File: src/sv/lwbpc_pkg.sv
`timescale 1ns / 1ps
// shared types and codes of the lru write-back page cache controller
// no dependencies

package lwbpc_pkg;

	localparam int CMD_W    = 2;
	localparam int PAGE_W   = 32;
	localparam int STATUS_W = 3;
	localparam int SLOT_W   = 4;
	localparam int CNT_W    = 32;
	localparam int PIU_W    = 5;
	localparam int CFG_IDX_W  = 1;
	localparam int CFG_DATA_W = 5;

	localparam logic [CMD_W-1:0] CMD_READ  = 2'd0;
	localparam logic [CMD_W-1:0] CMD_WRITE = 2'd1;
	localparam logic [CMD_W-1:0] CMD_FLUSH = 2'd2;

	localparam logic [STATUS_W-1:0] ST_HIT         = 3'd0;
	localparam logic [STATUS_W-1:0] ST_MISS_FREE   = 3'd1;
	localparam logic [STATUS_W-1:0] ST_MISS_EVICT  = 3'd2;
	localparam logic [STATUS_W-1:0] ST_WR_REJECT   = 3'd3;
	localparam logic [STATUS_W-1:0] ST_FLUSH_ENTRY = 3'd4;
	localparam logic [STATUS_W-1:0] ST_FLUSH_EMPTY = 3'd5;

	localparam logic [CFG_IDX_W-1:0] CFG_PAGES_IN_USE = 1'd0;
	localparam logic [CFG_IDX_W-1:0] CFG_READ_ONLY    = 1'd1;

	localparam logic [PIU_W-1:0] PIU_RESET = 5'd16;

	typedef struct packed {
		logic                clear;
		logic                read_only;
		logic [PIU_W-1:0]    pages_in_use;
	} cfg_t;

	typedef struct packed {
		logic [STATUS_W-1:0] status;
		logic [SLOT_W-1:0]   slot;
		logic [PAGE_W-1:0]   victim_page;
		logic                writeback;
		logic                last;
		logic [CNT_W-1:0]    request_count;
		logic [CNT_W-1:0]    miss_count;
	} result_t;

endpackage

File: src/sv/lwbpc_in_if.sv
`timescale 1ns / 1ps
// access command channel: valid/ready plus command and page number
// depends on lwbpc_pkg

interface lwbpc_in_if;
	logic                         valid;
	logic                         ready;
	logic [lwbpc_pkg::CMD_W-1:0]  command;
	logic [lwbpc_pkg::PAGE_W-1:0] page_number;

	modport source (output valid, command, page_number, input ready);
	modport sink (input valid, command, page_number, output ready);
endinterface

File: src/sv/lwbpc_out_if.sv
`timescale 1ns / 1ps
// result channel: valid/ready plus the result word fields
// depends on lwbpc_pkg

interface lwbpc_out_if;
	logic                           valid;
	logic                           ready;
	logic [lwbpc_pkg::STATUS_W-1:0] status;
	logic [lwbpc_pkg::SLOT_W-1:0]   slot;
	logic [lwbpc_pkg::PAGE_W-1:0]   victim_page;
	logic                           writeback;
	logic                           last;
	logic [lwbpc_pkg::CNT_W-1:0]    request_count;
	logic [lwbpc_pkg::CNT_W-1:0]    miss_count;

	modport source (output valid, status, slot, victim_page, writeback, last,
		request_count, miss_count, input ready);
	modport sink (input valid, status, slot, victim_page, writeback, last,
		request_count, miss_count, output ready);
endinterface

File: src/sv/lwbpc_ram.sv
`timescale 1ns / 1ps
// generic simple dual-port ram, one write and one registered read port
// no dependencies

module lwbpc_ram #(
	parameter int WIDTH = 8,
	parameter int DEPTH = 16
) (
	input  logic                     clk,
	input  logic                     we,
	input  logic [$clog2(DEPTH)-1:0] waddr,
	input  logic [WIDTH-1:0]         wdata,
	input  logic [$clog2(DEPTH)-1:0] raddr,
	output logic [WIDTH-1:0]         rdata
);
	logic [WIDTH-1:0] mem [DEPTH];

	always_ff @(posedge clk) begin
		if (we) begin
			mem[waddr] <= wdata;
		end
		rdata <= mem[raddr];
	end
endmodule

File: src/sv/lwbpc_ctrl.sv
`timescale 1ns / 1ps
// tag search, recency update and flush sequencer over the slot ram
// depends on lwbpc_pkg, lwbpc_in_if and lwbpc_ram

module lwbpc_ctrl #(
	parameter int CACHE_PAGES      = 16,
	parameter int PAGE_NUMBER_BITS = 32
) (
	input  logic               clk,
	input  logic               arst_n,
	input  lwbpc_pkg::cfg_t    cfg,
	lwbpc_in_if.sink           access,
	output logic               res_valid,
	output lwbpc_pkg::result_t res,
	input  logic               res_ready
);
	import lwbpc_pkg::*;

	localparam int N   = CACHE_PAGES;
	localparam int IW  = $clog2(N);
	localparam int RW  = IW;
	localparam int CW  = $clog2(N + 1);
	localparam int TW  = PAGE_NUMBER_BITS;
	localparam int EW  = TW + RW;
	localparam int XW  = (CW > PIU_W) ? CW : PIU_W;
	localparam int PXW = (TW > PAGE_W) ? TW : PAGE_W;
	localparam int SXW = (IW > SLOT_W) ? IW : SLOT_W;

	localparam logic [2:0] S_IDLE   = 3'd0;
	localparam logic [2:0] S_SCAN   = 3'd1;
	localparam logic [2:0] S_UPDATE = 3'd2;
	localparam logic [2:0] S_FSCAN  = 3'd3;
	localparam logic [2:0] S_EMIT   = 3'd4;

	logic [2:0]          state_q;
	logic [CW-1:0]       rd_cnt_q;
	logic                chk_vld_s1;
	logic [IW-1:0]       chk_idx_s1;
	logic [N-1:0]        valid_q;
	logic [N-1:0]        dirty_q;
	logic [CW-1:0]       alloc_q;
	logic [CNT_W-1:0]    lookup_q;
	logic [CNT_W-1:0]    miss_q;
	logic [TW-1:0]       page_q;
	logic                wr_q;
	logic                hit_q;
	logic [IW-1:0]       s_q;
	logic [RW-1:0]       hit_rank_q;
	logic [RW-1:0]       best_q;
	logic [IW-1:0]       lru_q;
	logic [TW-1:0]       lru_tag_q;
	logic                found_q;
	logic [TW-1:0]       min_tag_q;
	logic [RW-1:0]       limit_q;
	logic                age_all_q;
	logic                more_q;
	logic [STATUS_W-1:0] st_q;
	logic [SLOT_W-1:0]   slot_q;
	logic [PAGE_W-1:0]   victim_q;
	logic                wb_q;
	logic                last_q;

	logic                scan_active;
	logic                issue;
	logic                sweep_done;
	logic [EW-1:0]       rdata;
	logic [TW-1:0]       ent_tag;
	logic [RW-1:0]       ent_rank;
	logic                cur_v;
	logic                ram_we;
	logic [EW-1:0]       ram_wdata;
	logic [TW-1:0]       in_tag;
	logic [PXW-1:0]      pn_ext;
	logic [XW-1:0]       piu_x;
	logic [XW-1:0]       cap_x;
	logic                has_free;
	logic [N-1:0]        s_sel;
	logic [N-1:0]        dirty_left;
	logic [PXW-1:0]      lru_ext;
	logic [PXW-1:0]      min_ext;
	logic [SXW-1:0]      s_ext;
	logic [SXW-1:0]      lru_sext;
	logic [SXW-1:0]      alloc_sext;
	logic [SXW-1:0]      min_sext;

	assign scan_active = (state_q == S_SCAN) || (state_q == S_UPDATE) || (state_q == S_FSCAN);
	assign issue       = scan_active && (rd_cnt_q < CW'(N));
	assign sweep_done  = scan_active && !issue && !chk_vld_s1;
	assign ent_tag     = rdata[RW +: TW];
	assign ent_rank    = rdata[RW-1:0];
	assign cur_v       = valid_q[chk_idx_s1];

	// page number masked to the tag width
	assign pn_ext = PXW'(access.page_number);
	assign in_tag = pn_ext[TW-1:0];

	// capacity clamped to 2..CACHE_PAGES
	assign piu_x    = XW'(cfg.pages_in_use);
	assign cap_x    = (piu_x < XW'(2)) ? XW'(2) : ((piu_x > XW'(N)) ? XW'(N) : piu_x);
	assign has_free = (XW'(alloc_q) < cap_x);

	assign lru_ext    = PXW'(lru_tag_q);
	assign min_ext    = PXW'(min_tag_q);
	assign lru_sext   = SXW'(lru_q);
	assign alloc_sext = SXW'(alloc_q[IW-1:0]);
	assign s_ext      = SXW'(s_q);
	assign min_sext   = SXW'(chk_idx_s1);

	// second pass: age the more recent pages, install the accessed one at rank zero
	assign ram_we = (state_q == S_UPDATE) && chk_vld_s1 &&
		((chk_idx_s1 == s_q) || (cur_v && (age_all_q || (ent_rank < limit_q))));
	assign ram_wdata = (chk_idx_s1 == s_q) ? {page_q, RW'(0)} : {ent_tag, ent_rank + RW'(1)};

	assign s_sel      = {{(N-1){1'b0}}, 1'b1} << s_q;
	assign dirty_left = valid_q & dirty_q & ~s_sel;

	assign access.ready = (state_q == S_IDLE);
	assign res_valid    = (state_q == S_EMIT);
	assign res = '{status: st_q, slot: slot_q, victim_page: victim_q, writeback: wb_q,
		last: last_q, request_count: lookup_q, miss_count: miss_q};

	lwbpc_ram #(.WIDTH(EW), .DEPTH(N)) u_ram (
		.clk   (clk),
		.we    (ram_we),
		.waddr (chk_idx_s1),
		.wdata (ram_wdata),
		.raddr (rd_cnt_q[IW-1:0]),
		.rdata (rdata)
	);

	always_ff @(posedge clk or negedge arst_n) begin
		if (!arst_n) begin
			state_q    <= S_IDLE;
			rd_cnt_q   <= '0;
			chk_vld_s1 <= 1'b0;
			chk_idx_s1 <= '0;
			valid_q    <= '0;
			dirty_q    <= '0;
			alloc_q    <= '0;
			lookup_q   <= '0;
			miss_q     <= '0;
		end else if (cfg.clear) begin
			valid_q  <= '0;
			dirty_q  <= '0;
			alloc_q  <= '0;
			lookup_q <= '0;
			miss_q   <= '0;
		end else begin
			chk_vld_s1 <= issue;
			chk_idx_s1 <= rd_cnt_q[IW-1:0];
			if (issue) begin
				rd_cnt_q <= rd_cnt_q + CW'(1);
			end
			case (state_q)
				S_IDLE: begin
					rd_cnt_q  <= '0;
					hit_q     <= 1'b0;
					best_q    <= '0;
					lru_q     <= '0;
					lru_tag_q <= '0;
					found_q   <= 1'b0;
					more_q    <= 1'b0;
					slot_q    <= '0;
					victim_q  <= '0;
					wb_q      <= 1'b0;
					last_q    <= 1'b1;
					page_q    <= in_tag;
					wr_q      <= (access.command == CMD_WRITE);
					if (access.valid) begin
						case (access.command)
							CMD_READ: state_q <= S_SCAN;
							CMD_WRITE: begin
								if (cfg.read_only) begin
									st_q    <= ST_WR_REJECT;
									state_q <= S_EMIT;
								end else begin
									state_q <= S_SCAN;
								end
							end
							CMD_FLUSH: begin
								if (cfg.read_only || !(|(valid_q & dirty_q))) begin
									st_q    <= ST_FLUSH_EMPTY;
									state_q <= S_EMIT;
								end else begin
									state_q <= S_FSCAN;
								end
							end
							default: state_q <= S_IDLE;
						endcase
					end
				end
				S_SCAN: begin
					if (chk_vld_s1 && cur_v) begin
						if (!hit_q && (ent_tag == page_q)) begin
							hit_q      <= 1'b1;
							s_q        <= chk_idx_s1;
							hit_rank_q <= ent_rank;
						end
						if (ent_rank >= best_q) begin
							best_q    <= ent_rank;
							lru_q     <= chk_idx_s1;
							lru_tag_q <= ent_tag;
						end
					end
					if (sweep_done) begin
						lookup_q  <= lookup_q + CNT_W'(1);
						rd_cnt_q  <= '0;
						age_all_q <= 1'b0;
						state_q   <= S_UPDATE;
						if (hit_q) begin
							st_q    <= ST_HIT;
							slot_q  <= s_ext[SLOT_W-1:0];
							limit_q <= hit_rank_q;
							if (wr_q) begin
								dirty_q[s_q] <= 1'b1;
							end
						end else begin
							miss_q <= miss_q + CNT_W'(1);
							if (has_free) begin
								s_q       <= alloc_q[IW-1:0];
								slot_q    <= alloc_sext[SLOT_W-1:0];
								st_q      <= ST_MISS_FREE;
								alloc_q   <= alloc_q + CW'(1);
								age_all_q <= 1'b1;
								valid_q[alloc_q[IW-1:0]] <= 1'b1;
								dirty_q[alloc_q[IW-1:0]] <= wr_q;
							end else begin
								s_q      <= lru_q;
								slot_q   <= lru_sext[SLOT_W-1:0];
								st_q     <= ST_MISS_EVICT;
								victim_q <= lru_ext[PAGE_W-1:0];
								wb_q     <= dirty_q[lru_q];
								limit_q  <= best_q;
								dirty_q[lru_q] <= wr_q;
							end
						end
					end
				end
				S_UPDATE: begin
					if (sweep_done) begin
						state_q <= S_EMIT;
					end
				end
				S_FSCAN: begin
					if (chk_vld_s1 && cur_v && dirty_q[chk_idx_s1] &&
						(!found_q || (ent_tag < min_tag_q))) begin
						found_q   <= 1'b1;
						s_q       <= chk_idx_s1;
						slot_q    <= min_sext[SLOT_W-1:0];
						min_tag_q <= ent_tag;
					end
					if (sweep_done) begin
						st_q     <= ST_FLUSH_ENTRY;
						victim_q <= min_ext[PAGE_W-1:0];
						wb_q     <= 1'b1;
						last_q   <= !(|dirty_left);
						more_q   <= |dirty_left;
						dirty_q[s_q] <= 1'b0;
						state_q  <= S_EMIT;
					end
				end
				S_EMIT: begin
					if (res_ready) begin
						rd_cnt_q <= '0;
						found_q  <= 1'b0;
						state_q  <= more_q ? S_FSCAN : S_IDLE;
					end
				end
				default: state_q <= S_IDLE;
			endcase
		end
	end
endmodule

File: src/sv/lru_write_back_page_cache_core.sv
`timescale 1ns / 1ps
// lru write-back page cache tag controller, top level
// read/write access: result after a tag sweep, then a recency sweep on the ram
// flush: one ram sweep per dirty page listed, each sweep a minimum search
// rejected write, empty flush: no ram sweep; one command in flight, next taken once result is queued
// reset clears valid and dirty bits, counters and allocation at once; tag ram is not swept
// depends on lwbpc_pkg, lwbpc_in_if, lwbpc_out_if, lwbpc_ram, lwbpc_ctrl

module lru_write_back_page_cache_core #(
	parameter int CACHE_PAGES      = 16,
	parameter int PAGE_NUMBER_BITS = 32
) (
	input  logic                                clk,
	input  logic                                arst_n,
	input  logic                                cfg_we,
	input  logic [lwbpc_pkg::CFG_IDX_W-1:0]     cfg_index,
	input  logic [lwbpc_pkg::CFG_DATA_W-1:0]    cfg_data,
	lwbpc_in_if.sink                            access,
	lwbpc_out_if.source                         result
);
	import lwbpc_pkg::*;

	// configuration registers
	logic [PIU_W-1:0] pages_in_use_q;
	logic             read_only_q;
	cfg_t             cfg;

	// result word from the sequencer and the output register
	logic             res_valid;
	result_t          res;
	logic             res_ready;
	logic             out_vld_q;
	result_t          out_q;

	always_ff @(posedge clk or negedge arst_n) begin
		if (!arst_n) begin
			pages_in_use_q <= PIU_RESET;
			read_only_q    <= 1'b0;
		end else if (cfg_we) begin
			case (cfg_index)
				CFG_PAGES_IN_USE: pages_in_use_q <= cfg_data[PIU_W-1:0];
				CFG_READ_ONLY:    read_only_q    <= cfg_data[0];
				default:          read_only_q    <= read_only_q;
			endcase
		end
	end

	// writing the slot count also wipes the table and the counters
	assign cfg = '{clear: cfg_we && (cfg_index == CFG_PAGES_IN_USE),
		read_only: read_only_q, pages_in_use: pages_in_use_q};

	lwbpc_ctrl #(
		.CACHE_PAGES      (CACHE_PAGES),
		.PAGE_NUMBER_BITS (PAGE_NUMBER_BITS)
	) u_ctrl (
		.clk       (clk),
		.arst_n    (arst_n),
		.cfg       (cfg),
		.access    (access),
		.res_valid (res_valid),
		.res       (res),
		.res_ready (res_ready)
	);

	// output register: a word may wait here while the sequencer moves on
	assign res_ready = !out_vld_q || result.ready;

	always_ff @(posedge clk or negedge arst_n) begin
		if (!arst_n) begin
			out_vld_q <= 1'b0;
		end else if (res_ready) begin
			out_vld_q <= res_valid;
		end
	end

	always_ff @(posedge clk) begin
		if (res_ready && res_valid) begin
			out_q <= res;
		end
	end

	assign result.valid         = out_vld_q;
	assign result.status        = out_q.status;
	assign result.slot          = out_q.slot;
	assign result.victim_page   = out_q.victim_page;
	assign result.writeback     = out_q.writeback;
	assign result.last          = out_q.last;
	assign result.request_count = out_q.request_count;
	assign result.miss_count    = out_q.miss_count;
endmodule

File: src/flat_wrapper.sv
// flat-port wrapper written by rule: the top's interface ports become plain ports
module lru_write_back_page_cache_core_flat import lwbpc_pkg::*;
#(
	parameter int CACHE_PAGES      = 16,
	parameter int PAGE_NUMBER_BITS = 32
)
  (clk, arst_n, cfg_we, cfg_index, cfg_data, access_valid, access_command, access_page_number, access_ready, result_valid, result_status, result_slot, result_victim_page, result_writeback, result_last, result_request_count, result_miss_count, result_ready);
  lwbpc_in_if access_i ();
  lwbpc_out_if result_i ();
  input  logic clk;
  input  logic arst_n;
  input  logic cfg_we;
  input  logic [lwbpc_pkg::CFG_IDX_W-1:0] cfg_index;
  input  logic [lwbpc_pkg::CFG_DATA_W-1:0] cfg_data;
  input wire logic [$bits(access_i.valid)-1:0] access_valid;
  input wire logic [$bits(access_i.command)-1:0] access_command;
  input wire logic [$bits(access_i.page_number)-1:0] access_page_number;
  output wire logic [$bits(access_i.ready)-1:0] access_ready;
  output wire logic [$bits(result_i.valid)-1:0] result_valid;
  output wire logic [$bits(result_i.status)-1:0] result_status;
  output wire logic [$bits(result_i.slot)-1:0] result_slot;
  output wire logic [$bits(result_i.victim_page)-1:0] result_victim_page;
  output wire logic [$bits(result_i.writeback)-1:0] result_writeback;
  output wire logic [$bits(result_i.last)-1:0] result_last;
  output wire logic [$bits(result_i.request_count)-1:0] result_request_count;
  output wire logic [$bits(result_i.miss_count)-1:0] result_miss_count;
  input wire logic [$bits(result_i.ready)-1:0] result_ready;
  assign access_i.valid = access_valid;
  assign access_i.command = access_command;
  assign access_i.page_number = access_page_number;
  assign access_ready = access_i.ready;
  assign result_valid = result_i.valid;
  assign result_status = result_i.status;
  assign result_slot = result_i.slot;
  assign result_victim_page = result_i.victim_page;
  assign result_writeback = result_i.writeback;
  assign result_last = result_i.last;
  assign result_request_count = result_i.request_count;
  assign result_miss_count = result_i.miss_count;
  assign result_i.ready = result_ready;
  lru_write_back_page_cache_core #(.CACHE_PAGES(CACHE_PAGES), .PAGE_NUMBER_BITS(PAGE_NUMBER_BITS)) u_core (.clk(clk), .arst_n(arst_n), .cfg_we(cfg_we), .cfg_index(cfg_index), .cfg_data(cfg_data), .access(access_i), .result(result_i));
endmodule
File: config.mk
export PLATFORM = sky130hd
export DESIGN_NAME = lru_write_back_page_cache_core_flat
export DESIGN_NICKNAME = d
export VERILOG_FILES = /design/src/sv/lwbpc_pkg.sv /design/src/sv/lwbpc_in_if.sv /design/src/sv/lwbpc_out_if.sv /design/src/sv/lwbpc_ram.sv /design/src/sv/lwbpc_ctrl.sv /design/src/sv/lru_write_back_page_cache_core.sv /design/src/flat_wrapper.sv
export SDC_FILE = /design/constraint.sdc
export NUM_CORES = 1
export LEC_CHECK = 0
export ABC_CLOCK_PERIOD_IN_PS = 6450
export BUFFER_PORTS_ARGS = -buffer_cell sky130_fd_sc_hd__buf_4
export CELL_PAD_IN_SITES_DETAIL_PLACEMENT = 1
export CELL_PAD_IN_SITES_GLOBAL_PLACEMENT = 2
export CORE_ASPECT_RATIO = 1.1
export CORE_UTILIZATION = 30
export CTS_BUF_LIST = sky130_fd_sc_hd__clkbuf_8
export DETAILED_ROUTE_END_ITERATION = 10
export PLACE_DENSITY_LB_ADDON = 0.1
export SLEW_MARGIN = 20
export SYNTH_ARGS = -nofsm -noshare
export SYNTH_HDL_FRONTEND = slang
export SYNTH_SLANG_ARGS = --single-unit
File: constraint.sdc
create_clock -name clk -period 6.45 [get_ports clk]
set_input_delay 0.3225 -clock clk [delete_from_list [all_inputs] [get_ports clk]]
set_output_delay 0.3225 -clock clk [all_outputs]
set_load 0.03 [all_outputs]
==> reports/summary.txt <==
max FFs per register -> 576
DRT antenna net count -> 0
Cell Count, Final, Fillers Out -> 4,607
RSZ-0062 raised after global routing -> false
ys flop type -> edfxtp_1
Largest regs -> u_core.u_ctrl.u_ram.mem x576, u_core.u_ctrl.u_ram.rdata x36
design area -> 47,940 sq um
CTS resizes -> 0
Clk Latency, worst-skew pair -> 900 ps
EDFF count, synth -> 843
area growth from synthesis to layout -> 17.84%
via count -> 22,180
netlist area before placement -> 40,690 sq um
1st-iter DRT viols -> 1,192
outcome -> complete, no violations
commonest non-fill, non-tap cells in the layout -> edfxtp_1, mux4_2, clkbuf_8
Placed Area -> 43,970 sq um
CTS Buf Count -> 177
antenna violations before repair -> 3
CP peak stage delay -> 760 ps
worst-path maximum fanout -> 5
GR Overflow Total -> 0
ys async rst share -> 12.10%
setup repair bufs after CTS -> 0
Worst IR Drop VDD -> 0.0002346 V
CTS tree -> yes
die width -> 353.1 um
CTS root buffer -> clkbuf_8
drt first pass iters -> 4
total clock sinks -> 1,000
post-layout util -> 35.66%
Setup Skew -> 33.83 ps
Startpoint Class -> flip-flop
worst path required time -> 6940 ps
Seq/Total Area, Yosys -> 71.43%
Total Wirelength -> 113,900 um
Vias/cell -> 4.814
final setup fails -> 0
critical path arrival -> 4300 ps
final hold vios -> 0
clk slew on worst S/H paths -> 60 ps
Core Box Area -> 134,400 sq um
Final Slew Violations -> 0
Biggest register -> u_core.u_ctrl.u_ram.mem
vias in the first global route -> 24,550
DRC Markers -> 0
most frequent CP cell -> o21ai_0
share of cells above drive strength 1 -> 24.63%
synth unique cells -> 69
Initial Util -> 30.27%
Final nets -> 2,760
Mapped Nets -> 2,457
fillers -> 13,680
Worst setup EP type -> flip-flop
drt wl/cell -> 24.72 um
post-synthesis register bit count -> 1,000
Crit-path slowest cell -> o32ai_1
clk buf depth -> 3
# H-tree levels -> 4
critical path type -> flip-flop to flip-flop
Worst Tran Pin Value -> 1050 ps
Post-DP HPWL -> 71,820 um
Die Span Y -> 388.2 um
post-place setup slack -> 2519 ps
die area -> 137,100 sq um
final worst setup slack -> 2638 ps
setup TNS -> 0 ps
number of synthesis warnings -> 0
GP Congestion -> 0.8001
largest area contributor in the netlist -> edfxtp_1
Rows -> 141
Total GRT Usage -> 16.75%
most common cell after layout, fill and taps aside -> edfxtp_1
f_max -> 262.3 MHz
# placed instances -> 4,221
Ports -> 152
synth top area cells -> edfxtp_1, mux4_2, dfrtp_1
first-pass GRT wire length -> 168,300 um
Final min period -> 3812 ps
Tightest Hold Check Type -> input port to flip-flop
P per Cell Area -> 363.1 nW/um^2
crit-path cells -> ha_1, a211oi_1, o21ai_0, a221oi_1, o22ai_1, o21ai_0, nand3_1, o32ai_1
normalized max-slew margin -> 29.74%
Leak -> 0.01650 uW
PortBufs -> 151
Max Cap Violations -> 0
Syn Area/Cell -> 17.23 sq um
post-synth top area share -> 62.22%
fin crit share -> 59.10%
Cells after Synth -> 2,362
largest net degree at the start of global routing -> 106
==> per-layer routing <==
layer	GRT usage, %	part of all wire, %	vias to the layer above
li1	-	-	9825
met1	21.94	45	11700
met2	27.93	49	488
met3	3.286	4.0	161
met4	5.211	2.2	0
met5	0	0	-
==> area by class of cell <==
type	count	area, sq um	area share, %
Clock inverter	144	833.3	1.738
Sequential cell	1000	29080	60.65
Clock buffer	188	2587	5.397
Antenna cell	2	5.005	0.01044
Multi-Input combinational cell	1188	10990	22.91
Inverter	58	217.7	0.4541
Timing Repair Buffer	240	2001	4.173
Tap cell	1787	2236	4.664
==> final timing paths <==
| path | slack (ps) | startpoint | end | cells after the start |
|---|---|---|---|---|
| max in group asynchronous | 5060 | arst_n | u_core.u_ctrl.miss_q[24] | 4 |
| min | 140 | access_page_number[27] | u_core.u_ctrl.page_q[27] | 2 |
| min reg2reg | 420 | u_core.u_ctrl.victim_q[15] | u_core.result.victim_page[15] | 0 |
| max reg2reg | 2640 | u_core.u_ctrl.u_ram.rdata[6] | u_core.u_ctrl.slot_q[2] | 8 |
| max | 2640 | u_core.u_ctrl.u_ram.rdata[6] | u_core.u_ctrl.slot_q[2] | 8 |
| min in group asynchronous | 570 | arst_n | u_core.pages_in_use_q[1] | 4 |
==> cells by family after synthesis <==
kind of cell,Yosys count,share of synthesized area [%]
AO/OA/AOI/OAI,219,3.417
XOR/XNOR,100,2.153
adder cells (fa/ha/maj),50,1.538
buffers and inverters,174,1.728
flip-flops,1000,71.43
multiplexers,290,13.12
AND/OR/NAND/NOR,529,6.609
==> worst max-delay path, delay by kind of cell (launching register included) <==
family,cells,cell delay (ps)
and+or+nand+nor,1,360
AOI/OAI and AO/OA,6,2060
DFF,1,640
adders and majority gates,1,340
==> synthesized netlist by cell type (all sizes together) (2+ instances only) <==
cell type	number
o21ai	65
inv	56
clkbuf	71
xor2	70
a221oi	5
o2bb2ai	16
nor2	158
nand2b	9
o22ai	4
mux4	191
clkinv	2
o211ai	2
a2111oi	3
ha	50
nor3	17
buf	45
a211oi	6
dfrtp	120
nor4	19
mux2i	62
and4	8
a21oi	74
nand4	28
or3	9
a22o	5
a41oi	4
xnor2	30
nor2b	18
dfxtp	36
o41ai	2
a21o	10
edfxtp	843
a22oi	10
o31ai	2
nor4b	4
mux2	37
nand2	110
and3	20
a221o	3
or2	3
and2	72
nand3	50
==> what timing repair did <==
action / in CTS / in global routing
endpoints found under the hold margin: 174 / 0
setup endpoints to repair: 0 / 0
hold buffers: 51 / 0
==> where the power goes <==
group / internal [uW] / switching [uW]
Combinational: 1110 / 1970
Sequential: 8040 / 564
Clock: 2990 / 2740
Total: 12100 / 5270
==> stage by stage <==
step / hold WS (ps) / total power [uW]
floorplan: 26.91 / 10490
global placement: 225.5 / 11820
detailed placement: 225.7 / 11890
CTS: 12.74 / 17760
global route: 55.63 / 18240
finish: 142.9 / 17410
Power figures use the tool's default switching activity.
